$ cat src/rtl/core/pelt_pi_pkg.sv
`timescale 1ns / 1ps

package pelt_pi_pkg;

  // Field and datapath widths.
  localparam int unsigned SAMPLE_W   = 12;
  localparam int unsigned SETP_W     = 13;
  localparam int unsigned ERR_W      = 14;
  localparam int unsigned GAIN_W     = 16;
  localparam int unsigned PROD_W     = 30;
  localparam int unsigned INTEG_W    = 32;
  localparam int unsigned PI_W       = 34;
  localparam int unsigned PWM_W      = 12;
  localparam int unsigned HOST_W     = 8;
  localparam int unsigned CFG_IDX_W  = 3;
  localparam int unsigned CFG_DATA_W = 16;

  // Configuration register indexes.
  localparam logic [CFG_IDX_W-1:0] CFG_PROP_GAIN        = 3'd0;
  localparam logic [CFG_IDX_W-1:0] CFG_INTEGRAL_DIVISOR = 3'd1;
  localparam logic [CFG_IDX_W-1:0] CFG_SETPOINT         = 3'd2;
  localparam logic [CFG_IDX_W-1:0] CFG_REF_TEMP         = 3'd3;
  localparam logic [CFG_IDX_W-1:0] CFG_DEADBAND         = 3'd4;

  // Input request: two ADC samples.
  typedef struct packed {
    logic [SAMPLE_W-1:0] sample_plus;
    logic [SAMPLE_W-1:0] sample_minus;
  } in_t;

  // Result of one control step.
  typedef struct packed {
    logic [PWM_W-1:0]  pwm_width;
    logic              pwm_update;
    logic              relay_on;
    logic              relay_write;
    logic [HOST_W-1:0] host_byte;
  } out_t;

endpackage

$ cat src/rtl/core/pelt_pi_div.sv
`timescale 1ns / 1ps

module pelt_pi_div (
  input  logic                             clk_i,
  input  logic                             rst_ni,
  input  logic                             start_i,
  input  logic [pelt_pi_pkg::INTEG_W-1:0]  dividend_i,
  input  logic [pelt_pi_pkg::GAIN_W-1:0]   divisor_i,
  output logic                             done_o,
  output logic [pelt_pi_pkg::INTEG_W-1:0]  quotient_o
);
  import pelt_pi_pkg::*;

  localparam int unsigned CntW = $clog2(INTEG_W);
  localparam logic [CntW-1:0] LastCnt = CntW'(INTEG_W - 1);

  logic                busy_q, busy_d;
  logic                done_q, done_d;
  logic [CntW-1:0]     cnt_q, cnt_d;
  logic [GAIN_W-1:0]   div_q, div_d;
  logic [GAIN_W-1:0]   rem_q, rem_d;
  logic [INTEG_W-1:0]  quo_q, quo_d;
  logic [GAIN_W:0]     shifted;
  logic [GAIN_W:0]     diff;
  logic                fits;

  // One restoring step: bring in the next dividend bit and try the subtract.
  always_comb begin
    shifted = {rem_q, quo_q[INTEG_W-1]};
    diff    = shifted - {1'b0, div_q};
    fits    = shifted >= {1'b0, div_q};
  end

  always_comb begin
    busy_d = busy_q;
    done_d = 1'b0;
    cnt_d  = cnt_q;
    div_d  = div_q;
    rem_d  = rem_q;
    quo_d  = quo_q;
    if (start_i) begin
      busy_d = 1'b1;
      cnt_d  = '0;
      div_d  = divisor_i;
      rem_d  = '0;
      quo_d  = dividend_i;
    end else if (busy_q) begin
      rem_d = fits ? diff[GAIN_W-1:0] : shifted[GAIN_W-1:0];
      quo_d = {quo_q[INTEG_W-2:0], fits};
      cnt_d = cnt_q + 1'b1;
      if (cnt_q == LastCnt) begin
        busy_d = 1'b0;
        done_d = 1'b1;
      end
    end
  end

  always_ff @(posedge clk_i or negedge rst_ni) begin
    if (!rst_ni) begin
      busy_q <= 1'b0;
      done_q <= 1'b0;
      cnt_q  <= '0;
    end else begin
      busy_q <= busy_d;
      done_q <= done_d;
      cnt_q  <= cnt_d;
    end
  end

  always_ff @(posedge clk_i) begin
    div_q <= div_d;
    rem_q <= rem_d;
    quo_q <= quo_d;
  end

  assign done_o     = done_q;
  assign quotient_o = quo_q;

endmodule

$ cat src/rtl/core/peltier_pi_with_direction_relay_core.sv
`timescale 1ns / 1ps

// PI temperature controller for a Peltier element with a heat/cool relay.
// Each request carries two ADC samples; their difference is the temperature.
// The block returns one result per request: the new PWM width (clamped to
// 1..PWM_MAX and reported in 12 bits, or zero when no direction is chosen),
// the relay state and a write strobe, and a scaled host byte. On the way
// from acceptance to the result register, a 32-step restoring divider forms
// integral/integral_divisor at one bit per cycle, with a shift-add multiplier
// for the proportional term running alongside; the sequencer then sees the
// divider finish, adds the terms and clamps and commits. The block is back
// in idle in the cycle after the commit. A new request is accepted once the
// block is back in idle, even while the previous result still waits to be
// taken; a result that is not taken holds the next one in its commit step.
// Configuration registers are written through a plain write port; the user
// must write them only while idle, as the block itself does not enforce it.
module peltier_pi_with_direction_relay_core #(
  parameter int unsigned PWM_MAX = 4095
) (
  input  logic                                  clk_i,
  input  logic                                  rst_ni,
  input  logic                                  cfg_we_i,
  input  logic [pelt_pi_pkg::CFG_IDX_W-1:0]     cfg_idx_i,
  input  logic [pelt_pi_pkg::CFG_DATA_W-1:0]    cfg_data_i,
  input  logic                                  in_valid_i,
  output logic                                  in_ready_o,
  input  pelt_pi_pkg::in_t                      in_data_i,
  output logic                                  out_valid_o,
  input  logic                                  out_ready_i,
  output pelt_pi_pkg::out_t                     out_data_o
);
  import pelt_pi_pkg::*;

  localparam logic [1:0] ST_IDLE = 2'd0;
  localparam logic [1:0] ST_RUN  = 2'd1;
  localparam logic [1:0] ST_SUM  = 2'd2;
  localparam logic [1:0] ST_DONE = 2'd3;

  localparam logic [PI_W-1:0] PwmMaxW = PI_W'(PWM_MAX);

  // Configuration registers.
  logic [GAIN_W-1:0]        prop_gain_q;
  logic [GAIN_W-1:0]        divisor_q;
  logic signed [SETP_W-1:0] setpoint_q;
  logic [SAMPLE_W-1:0]      ref_temp_q;
  logic [SAMPLE_W-1:0]      deadband_q;

  // Control state.
  logic [1:0]                state_q, state_d;
  logic signed [INTEG_W-1:0] integral_q;
  logic                      relay_q;
  logic                      pending_q;
  logic                      out_valid_q;

  // Datapath registers.
  logic signed [ERR_W-1:0]   err_q;
  logic [HOST_W-1:0]         host_q;
  logic [GAIN_W-1:0]         kp_sh_q;
  logic signed [PROD_W-1:0]  mcand_q;
  logic signed [PROD_W-1:0]  prod_q;
  logic signed [PI_W-1:0]    pi_q;
  out_t                      out_q;

  logic                      in_fire;
  logic                      out_load;
  logic signed [SETP_W-1:0]  temp_w;
  logic signed [ERR_W-1:0]   err_w;
  logic signed [22:0]        temp_x;
  logic signed [22:0]        scaled_w;
  logic [INTEG_W-1:0]        integ_mag;
  logic                      div_done;
  logic [INTEG_W-1:0]        div_quot;
  logic signed [PI_W-1:0]    prod_x;
  logic signed [PI_W-1:0]    quot_x;
  logic signed [PI_W-1:0]    pi_d;
  logic signed [ERR_W-1:0]   setp_x;
  logic signed [ERR_W-1:0]   low_edge;
  logic signed [ERR_W-1:0]   high_edge;
  logic                      cool_w;
  logic                      heat_w;
  logic signed [PI_W-1:0]    sel_w;
  logic [PI_W-1:0]           clamp_w;
  logic signed [INTEG_W:0]   sum_w;
  logic signed [INTEG_W-1:0] sat_w;
  logic                      relay_next;
  logic                      rwrite_w;
  out_t                      res_w;

  assign in_ready_o = (state_q == ST_IDLE);
  assign in_fire    = in_valid_i && in_ready_o;
  assign out_load   = (state_q == ST_DONE) && (!out_valid_q || out_ready_i);

  // Temperature, error and host byte from the incoming samples.
  // The host byte is bits 19..12 of temperature*500 (500 = 512 - 8 - 4).
  always_comb begin
    temp_w   = $signed({1'b0, in_data_i.sample_plus}) -
               $signed({1'b0, in_data_i.sample_minus});
    err_w    = {setpoint_q[SETP_W-1], setpoint_q} - {temp_w[SETP_W-1], temp_w};
    temp_x   = 23'(temp_w);
    scaled_w = (temp_x <<< 9) - (temp_x <<< 3) - (temp_x <<< 2);
  end

  // Magnitude of the integral for the unsigned divider.
  assign integ_mag = integral_q[INTEG_W-1] ? (~integral_q + 1'b1) : integral_q;

  pelt_pi_div u_div (
    .clk_i      (clk_i),
    .rst_ni     (rst_ni),
    .start_i    (in_fire),
    .dividend_i (integ_mag),
    .divisor_i  (divisor_q),
    .done_o     (div_done),
    .quotient_o (div_quot)
  );

  // Proportional plus integral term with the integral's sign restored (proportional alone for a zero divisor).
  always_comb begin
    prod_x = PI_W'(prod_q);
    quot_x = $signed({2'b00, div_quot});
    if (divisor_q == '0) begin
      pi_d = prod_x;
    end else if (integral_q[INTEG_W-1]) begin
      pi_d = prod_x - quot_x;
    end else begin
      pi_d = prod_x + quot_x;
    end
  end

  // Direction decision, clamp, relay write and saturating integral update.
  always_comb begin
    setp_x    = ERR_W'(setpoint_q);
    low_edge  = $signed({2'b00, ref_temp_q}) - $signed({2'b00, deadband_q});
    high_edge = $signed({2'b00, ref_temp_q}) + $signed({2'b00, deadband_q});
    cool_w    = setp_x < low_edge;
    heat_w    = setp_x > high_edge;

    sel_w = cool_w ? -pi_q : pi_q;
    if (sel_w > $signed(PwmMaxW)) begin
      clamp_w = PwmMaxW;
    end else if (sel_w < $signed(PI_W'(1))) begin
      clamp_w = PI_W'(1);
    end else begin
      clamp_w = sel_w;
    end

    priority if (cool_w) begin
      relay_next = 1'b1;
    end else if (heat_w) begin
      relay_next = 1'b0;
    end else begin
      relay_next = relay_q;
    end
    rwrite_w = pending_q || (relay_next != relay_q);

    sum_w = (INTEG_W+1)'(integral_q) + (INTEG_W+1)'(err_q);
    if (sum_w[INTEG_W] != sum_w[INTEG_W-1]) begin
      sat_w = sum_w[INTEG_W] ? {1'b1, {(INTEG_W-1){1'b0}}} : {1'b0, {(INTEG_W-1){1'b1}}};
    end else begin
      sat_w = sum_w[INTEG_W-1:0];
    end

    res_w.pwm_width   = (cool_w || heat_w) ? clamp_w[PWM_W-1:0] : '0;
    res_w.pwm_update  = cool_w || heat_w;
    res_w.relay_on    = relay_next;
    res_w.relay_write = rwrite_w;
    res_w.host_byte   = host_q;
  end

  // Sequencer.
  always_comb begin
    state_d = state_q;
    unique case (state_q)
      ST_IDLE: if (in_fire) state_d = ST_RUN;
      ST_RUN:  if (div_done) state_d = ST_SUM;
      ST_SUM:  state_d = ST_DONE;
      ST_DONE: if (out_load) state_d = ST_IDLE;
      default: state_d = ST_IDLE;
    endcase
  end

  // Control registers and configuration.
  always_ff @(posedge clk_i or negedge rst_ni) begin
    if (!rst_ni) begin
      state_q     <= ST_IDLE;
      integral_q  <= '0;
      relay_q     <= 1'b0;
      pending_q   <= 1'b1;
      out_valid_q <= 1'b0;
      prop_gain_q <= GAIN_W'(125);
      divisor_q   <= GAIN_W'(3500);
      setpoint_q  <= '0;
      ref_temp_q  <= SAMPLE_W'(246);
      deadband_q  <= SAMPLE_W'(17);
    end else begin
      state_q <= state_d;
      if (out_load) begin
        integral_q  <= sat_w;
        relay_q     <= relay_next;
        pending_q   <= 1'b0;
        out_valid_q <= 1'b1;
      end else if (out_ready_i) begin
        out_valid_q <= 1'b0;
      end
      if (cfg_we_i) begin
        unique case (cfg_idx_i)
          CFG_PROP_GAIN:        prop_gain_q <= cfg_data_i;
          CFG_INTEGRAL_DIVISOR: divisor_q   <= cfg_data_i;
          CFG_SETPOINT:         setpoint_q  <= cfg_data_i[SETP_W-1:0];
          CFG_REF_TEMP:         ref_temp_q  <= cfg_data_i[SAMPLE_W-1:0];
          CFG_DEADBAND:         deadband_q  <= cfg_data_i[SAMPLE_W-1:0];
          default: ;
        endcase
      end
    end
  end

  // Datapath: capture, shift-add multiply one gain bit per cycle, sum, result.
  always_ff @(posedge clk_i) begin
    if (in_fire) begin
      err_q   <= err_w;
      host_q  <= scaled_w[19:12];
      kp_sh_q <= prop_gain_q;
      mcand_q <= PROD_W'(err_w);
      prod_q  <= '0;
    end else if (state_q == ST_RUN) begin
      if (kp_sh_q[0]) begin
        prod_q <= prod_q + mcand_q;
      end
      kp_sh_q <= kp_sh_q >> 1;
      mcand_q <= mcand_q <<< 1;
    end
    if (state_q == ST_SUM) begin
      pi_q <= pi_d;
    end
    if (out_load) begin
      out_q <= res_w;
    end
  end

  assign out_valid_o = out_valid_q;
  assign out_data_o  = out_q;

  // The divider finishes only while the sequencer waits for it.
  a_div_done_in_run: assert property (@(posedge clk_i) disable iff (!rst_ni)
    div_done |-> (state_q == ST_RUN))
    else $error("divider finished outside the run phase");

  // A new result appears only after the commit step.
  a_result_from_done: assert property (@(posedge clk_i) disable iff (!rst_ni)
    $rose(out_valid_q) |-> ($past(state_q) == ST_DONE))
    else $error("result raised without a commit");

  // After a commit no relay write is left pending.
  a_pending_cleared: assert property (@(posedge clk_i) disable iff (!rst_ni)
    out_load |=> !pending_q)
    else $error("relay write still pending after commit");

endmodule
$ cat config.mk
export PLATFORM = sky130hd
export DESIGN_NAME = peltier_pi_with_direction_relay_core
export DESIGN_NICKNAME = d
export VERILOG_FILES = /design/src/rtl/core/pelt_pi_pkg.sv /design/src/rtl/core/pelt_pi_div.sv /design/src/rtl/core/peltier_pi_with_direction_relay_core.sv
export SDC_FILE = /design/constraint.sdc
export NUM_CORES = 1
export LEC_CHECK = 0
export ABC_AREA = 1
export BUFFER_PORTS_ARGS = -buffer_cell sky130_fd_sc_hd__buf_2
export CAP_MARGIN = 25
export CORE_ASPECT_RATIO = 1.1
export CORE_MARGIN = 2
export CORE_UTILIZATION = 45
export DETAILED_ROUTE_END_ITERATION = 12
export PLACE_DENSITY = 0.65
export SLEW_MARGIN = 25
export SYNTH_ARGS = -nofsm -noshare
export SYNTH_HDL_FRONTEND = slang
export SYNTH_SLANG_ARGS = --single-unit
$ cat constraint.sdc
create_clock -name clk_i -period 5.1 [get_ports clk_i]
set_input_delay 0.255 -clock clk_i [delete_from_list [all_inputs] [get_ports clk_i]]
set_output_delay 0.255 -clock clk_i [all_outputs]
set_load 0.005 [all_outputs]
==> impl_metrics.env, run 1 <==
export IMPL_final_seq_area_sq_um=8970
export IMPL_fin_crit_ps=4690
export IMPL_cts_root_buf="clkbuf_16"
export IMPL_syn_num_nets=3525
export IMPL_clock_sinks=332
export IMPL_wl_per_cell_microns=15.5
export IMPL_startpoint_type="flop"
export IMPL_dp_slack_ps=160
export IMPL_worstHoldPathType="input pin to flop"
export IMPL_gp_congestion=0.963
export IMPL_cts_buffers=38
export IMPL_dpl_cell_area_sq_um=25900
export IMPL_grt_overflow=0
export IMPL_synth_seq_cells=332
export IMPL_dieArea_sq_um=57000
export IMPL_cp_slowest_cell="dfstp_2"
export IMPL_num_antenna_cells=0
export IMPL_worst_pin_slew_ps=947
export IMPL_viasPerCell=5.20
export IMPL_core_sq_um=54600
export IMPL_rows=90
export IMPL_worst_setup_path_type="flop to flop"
export IMPL_hold_viol=0
export IMPL_cpPeakStageDelay_ps=540
export IMPL_skew_ps=19.4
export IMPL_setup_viol=0
export IMPL_grt_pass1_vias=20300
export IMPL_startpoint="deadband_q[4]$_DFFE_PN1P_"
export IMPL_r2r_end="out_data_o[12]$_SDFFCE_PN0P_"
export IMPL_nNetsFinal=3593
export IMPL_fin_ws_ps=406
export IMPL_crit_end="out_data_o[12]$_SDFFCE_PN0P_"
export IMPL_port_buffers=72
export IMPL_vias=21200
export IMPL_initial_core_util=0.454
export IMPL_fin_cells=4081
export IMPL_first_pass_iters=7
export IMPL_dp_cells=4001
export IMPL_cts_tree="built"
export IMPL_final_cell_area_sq_um=27400
export IMPL_final_max_slew_viol_count=0
export IMPL_fmax_ghz=0.213
export IMPL_post_route_period_util=0.920
export IMPL_yosysSeqAreaShare=0.362
export IMPL_routed_wl_microns=63100
export IMPL_reg2reg_from="deadband_q[4]$_DFFE_PN1P_"
export IMPL_slew_headroom=0.367
export IMPL_ant_nets=0
export IMPL_area_delta_synth_final_pct=10.4
export IMPL_synth_flop_cell="edfxtp_1"
export IMPL_cp_max_fo=26
export IMPL_clk_latency_ps=570
export IMPL_rr_worst_depth=30
export IMPL_fp_dieW_microns=228
export IMPL_grt_max_degree=114
export IMPL_synth_cell_types=53
export IMPL_syn_area_per_cell_sq_um=7.64
export IMPL_io_pins=73
export IMPL_syn_cell_area_sq_um=24800
export IMPL_htree_levels=2
export IMPL_drc=0
export IMPL_dpl_hpwl_microns=48300
export IMPL_grt_pass1_wl_microns=103000
export IMPL_die_h_microns=250
export IMPL_postLayoutCoreUtil=0.501
export IMPL_cap_violations=0
export IMPL_crit_arrival_ps=4980
export IMPL_yosysWarnings=0
export IMPL_async_reset_ff_frac=0.340
export IMPL_synth_edf_count=173
export IMPL_netlist_instances=3247
export IMPL_worst_setup_path_end_kind="flop"
export IMPL_multi_input_area_sq_um=14200
export IMPL_status="finished clean"
export IMPL_ctsLongestPathBuffers=3
export IMPL_grtUsageTotal=0.221
export IMPL_antenna_found_initial=0
export IMPL_ff2ff_setup_slack_ps=410
export IMPL_fillCellCount=5419
export IMPL_clk_pin_slew_ps=60
export IMPL_cp_required_ps=5390
export IMPL_first_iter_violations=1218
export IMPL_drive_gt1_frac=0.0717
[worst min path at each step]
| stage | depth (start not counted) | endpoint | startpoint | slack (ps) |
|---|---|---|---|---|
| finish | 3 | setpoint_q[12]$_DFFE_PN0P_ | cfg_data_i[12] | 60 |
| global route | 3 | divisor_q[12]$_DFFE_PN0P_ | cfg_data_i[12] | 80 |
| floorplan | 0 | deadband_q[10]$_DFFE_PN0P_ | rst_ni | -40 |
| CTS | 3 | setpoint_q[12]$_DFFE_PN0P_ | cfg_data_i[12] | 30 |
| detailed placement | 2 | relay_q$_DFFE_PN0P_ | rst_ni | 350 |
| global placement | 2 | relay_q$_DFFE_PN0P_ | rst_ni | 350 |
[cells in the mapped netlist, types with 19 or more instances]
library cell | n | area, sq um
or2_2 | 19 | 119
dfstp_2 | 22 | 578
edfxtp_1 | 173 | 5190
xor2_1 | 133 | 1160
dfxtp_1 | 46 | 921
o21ai_0 | 285 | 1430
nand2_1 | 798 | 3000
a21o_1 | 24 | 180
nor3_1 | 50 | 250
xnor2_1 | 56 | 490
ha_1 | 216 | 2700
inv_1 | 375 | 1410
clkbuf_1 | 61 | 229
o21bai_1 | 38 | 285
dfrtp_1 | 91 | 2280
a21oi_1 | 236 | 1180
a31oi_1 | 19 | 119
nand4_1 | 22 | 138
nor2_1 | 290 | 1090
nand3_1 | 130 | 651
[per-stage QoR]
step           setup TNS [ps]  hold slack, ps
2_1_floorplan               0           -40.6
3_3_place_gp                0             347
3_5_place_dp                0             352
4_1_cts                     0            32.7
5_1_grt                 -4.96            79.2
6_report                    0            62.0
[cell families after synthesis]
kind of cell | Yosys count | synth area share
compound gates | 687 | 0.155
xor+xnor | 189 | 0.0668
fa+ha+maj | 230 | 0.120
buf+inv | 454 | 0.0713
flops | 332 | 0.362
simple gates | 1355 | 0.225
[layout by cell type, fill, tap and decap left out, types with 13 or more instances in the layout]
cell / synthesis / final
nand2_1: 798 / 795
nor3_1: 50 / 50
nand3_1: 130 / 130
o21ai_1: 10 / 13
a21o_1: 24 / 24
dfrtp_1: 91 / 91
nor4_1: 14 / 14
dfstp_2: 22 / 22
nand4_1: 22 / 22
ha_1: 216 / 216
o211ai_1: 17 / 17
xnor2_1: 56 / 56
clkbuf_16: 0 / 38
edfxtp_1: 173 / 173
nor2_1: 290 / 289
buf_2: 5 / 71
o21bai_1: 38 / 38
xor2_1: 133 / 133
fa_1: 14 / 14
a31oi_1: 19 / 19
inv_1: 375 / 375
o21ai_0: 285 / 282
a21oi_1: 236 / 235
dfxtp_1: 46 / 46
or2_2: 19 / 19
buf_4: 1 / 21
[layout make-up]
cell class | count | share of cell area
multi-input combinational | 2462 | 0.517
clock inverter | 18 | 0.00622
clock buffer | 52 | 0.0396
timing repair buffer | 102 | 0.0237
inverter | 379 | 0.0521
sequential | 332 | 0.328
tap | 736 | 0.0336
[registers in the layout (all words and copies together) (netlist names), 2 cells and up]
signal / count
deadband_q: 12
err_q: 14
kp_sh_q: 16
divisor_q: 16
prop_gain_q: 16
prod_q: 30
u_div.rem_q: 16
setpoint_q: 13
ref_temp_q: 12
host_q: 8
u_div.div_q: 16
u_div.quotient_o: 32
pi_q: 34
mcand_q: 30
out_data_o: 23
u_div.cnt_q: 5
integral_q: 32
state_q: 2
[routing by layer]
metal	global-route usage	routed length, microns	vias to the layer above
met4	0.0801	2130	0
met5	0	0	-
met3	0.0253	2400	105
met1	0.278	27900	9773
met2	0.390	30600	372
li1	-	-	11000
[critical path, delay by kind of cell (launching register included)]
family / cells / cell delay (ps)
flip-flops: 1 / 540
adder cells (fa/ha/maj): 2 / 710
buffers and inverters: 2 / 190
AO/OA/AOI/OAI: 8 / 1020
AND/OR/NAND/NOR: 17 / 1830
XOR/XNOR: 1 / 90
[what timing repair did]
action	in CTS	in global routing
gates resized for setup	0	13
buffers inserted	0	2
endpoints found under the setup margin	0	12
hold buffers	5	0
hold endpoints to repair	98	0
Power of run 1 is left out: the tool's default activity adds up to more than one toggle a clock period on the data nets, which glitch-free logic cannot reach.
==> inputs of run 2 (changes only) <==
- GPL_TIMING_DRIVEN: unset -> 0
==> run 2 against run 1 <==
Net effect: critical path depth decreased by 9; non-clock buffer count increased by 55; first-iteration DRC count increased by 24%; register-to-register slack got worse by 40 ps; final area increased by 1.3%; flip-flop and latch count unchanged; count of clock-buffer cells in the layout decreased by 1; core utilization increased by 0.66 points; wire length increased by 4.6%; global-route usage increased by 0.89 points; clock skew increased by 5.6 ps; highest routed layer unchanged.
==> impl_metrics.env, run 2 (synthesized netlist as in run 1, its figures left out) <==
export IMPL_dieArea_sq_um=57000
export IMPL_setup_viol=0
export IMPL_gp_congestion=0.943
export IMPL_first_pass_iters=5
export IMPL_rows=90
export IMPL_fp_dieW_microns=228
export IMPL_drc=0
export IMPL_crit_end="pi_q[33]$_DFFE_PP_"
export IMPL_ctsLongestPathBuffers=3
export IMPL_startpoint="u_div.quotient_o[0]$_DFFE_PP_"
export IMPL_worst_setup_path_type="flop to flop"
export IMPL_core_sq_um=54600
export IMPL_reg2reg_from="u_div.quotient_o[0]$_DFFE_PP_"
export IMPL_area_delta_synth_final_pct=11.9
export IMPL_io_pins=73
export IMPL_slew_headroom=0.443
export IMPL_grt_overflow=0
export IMPL_htree_levels=2
export IMPL_grt_max_degree=85
export IMPL_viasPerCell=5.21
export IMPL_post_route_period_util=0.929
export IMPL_clock_sinks=332
export IMPL_largest_register="pi_q"
export IMPL_first_iter_violations=1509
export IMPL_r2r_end="pi_q[33]$_DFFE_PP_"
export IMPL_routed_wl_microns=66000
export IMPL_layout_commonest_cell="nand2_1"
export IMPL_grt_pass1_wl_microns=106000
export IMPL_vias=21500
export IMPL_worstHoldPathType="input pin to flop"
export IMPL_port_buffers=72
export IMPL_cts_buffers=40
export IMPL_hold_ws_ps=62.6
export IMPL_cts_root_buf="clkbuf_16"
export IMPL_hold_viol=0
export IMPL_layout_common_cells="nand2_1, inv_1, nor2_1"
export IMPL_clk_latency_ps=570
export IMPL_clk_pin_slew_ps=60
export IMPL_worst_setup_path_end_kind="flop"
export IMPL_status="finished clean"
export IMPL_crit_arrival_ps=5010
export IMPL_num_antenna_cells=0
export IMPL_grtUsageTotal=0.230
export IMPL_antenna_found_initial=0
export IMPL_largest_reg_flops=34
export IMPL_cap_violations=0
export IMPL_drive_gt1_frac=0.0720
export IMPL_worst_pin_slew_ps=826
export IMPL_cp_required_ps=5370
export IMPL_rr_worst_depth=21
export IMPL_skew_ps=25.0
export IMPL_ff2ff_setup_slack_ps=360
export IMPL_initial_core_util=0.454
export IMPL_cp_max_fo=4
export IMPL_dpl_hpwl_microns=51700
export IMPL_cts_tree="built"
export IMPL_ant_nets=0
export IMPL_final_max_slew_viol_count=0
export IMPL_wl_per_cell_microns=16.0
export IMPL_startpoint_type="flop"
export IMPL_grt_pass1_vias=20600
export IMPL_die_h_microns=250
export IMPL_fmax_ghz=0.211
export IMPL_fin_crit_ps=4740
export IMPL_nNetsFinal=3649
run 2: cell count changes in the layout (fill, tap and decap cells not counted), sizes merged:
cell      previous run  this run
buf                 97        94
bufinv               2         4
clkbuf              52       109
clkinv              14        16
clkinvlp             3         2
inv                378       379
nand2              810       809
run 2: area by class of cell:
| cell class | count | area [sq um] |
|---|---|---|
| buffer | 72 | 339 |
| clock buffer | 51 | 1120 |
| clock inverter | 22 | 246 |
| fill | 5425 | 26900 |
| inverter | 379 | 1420 |
| multi-input combinational | 2461 | 14200 |
| sequential | 332 | 8970 |
| tap | 736 | 921 |
| timing repair buffer | 85 | 558 |
run 2: per-layer routing:
layer,GRT usage,vias to the layer above,part of all wire
met5,0,-,0
met4,0.0865,0,0.035
met3,0.0322,93,0.050
met2,0.398,460,0.48
met1,0.291,9900,0.44
li1,-,11100,-
run 2: metrics by stage:
step | worst slack [ps] | area, sq um | util | std cells | TNS, ps
after floorplan | 784 | 24800 | - | 3247 | 0
after CTS | 5.32 | 27600 | 0.506 | 4137 | 0
after detailed placement | -357 | 26200 | 0.480 | 4059 | -3960
after global placement | -351 | 26100 | 0.477 | 4055 | -3920
after global routing | -21.9 | 27700 | 0.508 | 4138 | -37.6
final | 363 | 27700 | 0.508 | 4138 | 0
run 2: how the worst min path moves through the flow:
stage                              startpoint                          to  slack [ps]  cells past startpoint
after floorplan                        rst_ni  deadband_q[10]$_DFFE_PN0P_         -40                      0
after global placement    host_q[4]$_DFFE_PP_     out_data_o[4]$_DFFE_PP_         410                      0
after detailed placement               rst_ni  integral_q[22]$_DFFE_PN0P_         140                      1
after CTS                      cfg_data_i[12]   divisor_q[12]$_DFFE_PN0P_          50                      3
after global routing           cfg_data_i[12]   divisor_q[12]$_DFFE_PN0P_          80                      3
final                          cfg_data_i[12]   divisor_q[12]$_DFFE_PN0P_          60                      3
run 2: repair_timing:
| action | 4_1_cts | 5_1_grt |
|---|---|---|
| gates cloned | 0 | 0 |
| setup endpoints to repair | 12 | 13 |
| endpoints found under the hold margin | 99 | 0 |
| buffers inserted | 0 | 4 |
| gates resized for setup | 6 | 16 |
| pin swaps | 0 | 5 |
| hold buffers | 5 | 0 |
run 2: worst max-delay path: stages (launching register included):
cell and delay (ps):
edfxtp_1 420, inv_1 130, ha_1 210, nand3_1 110, nor2_1 110, nand2_1 70, nor3_1 210, nand2_1 140
o21ai_1 200, nand2_1 150, a21oi_1 230, o21ai_1 150, a21oi_1 170, xor2_1 340, ha_1 350, a21oi_1 280
o221ai_1 170, a31oi_1 320, nand3_1 170, a21oi_1 150, o21ai_1 150, xor2_1 200
Power of run 2 is left out for the same reason.
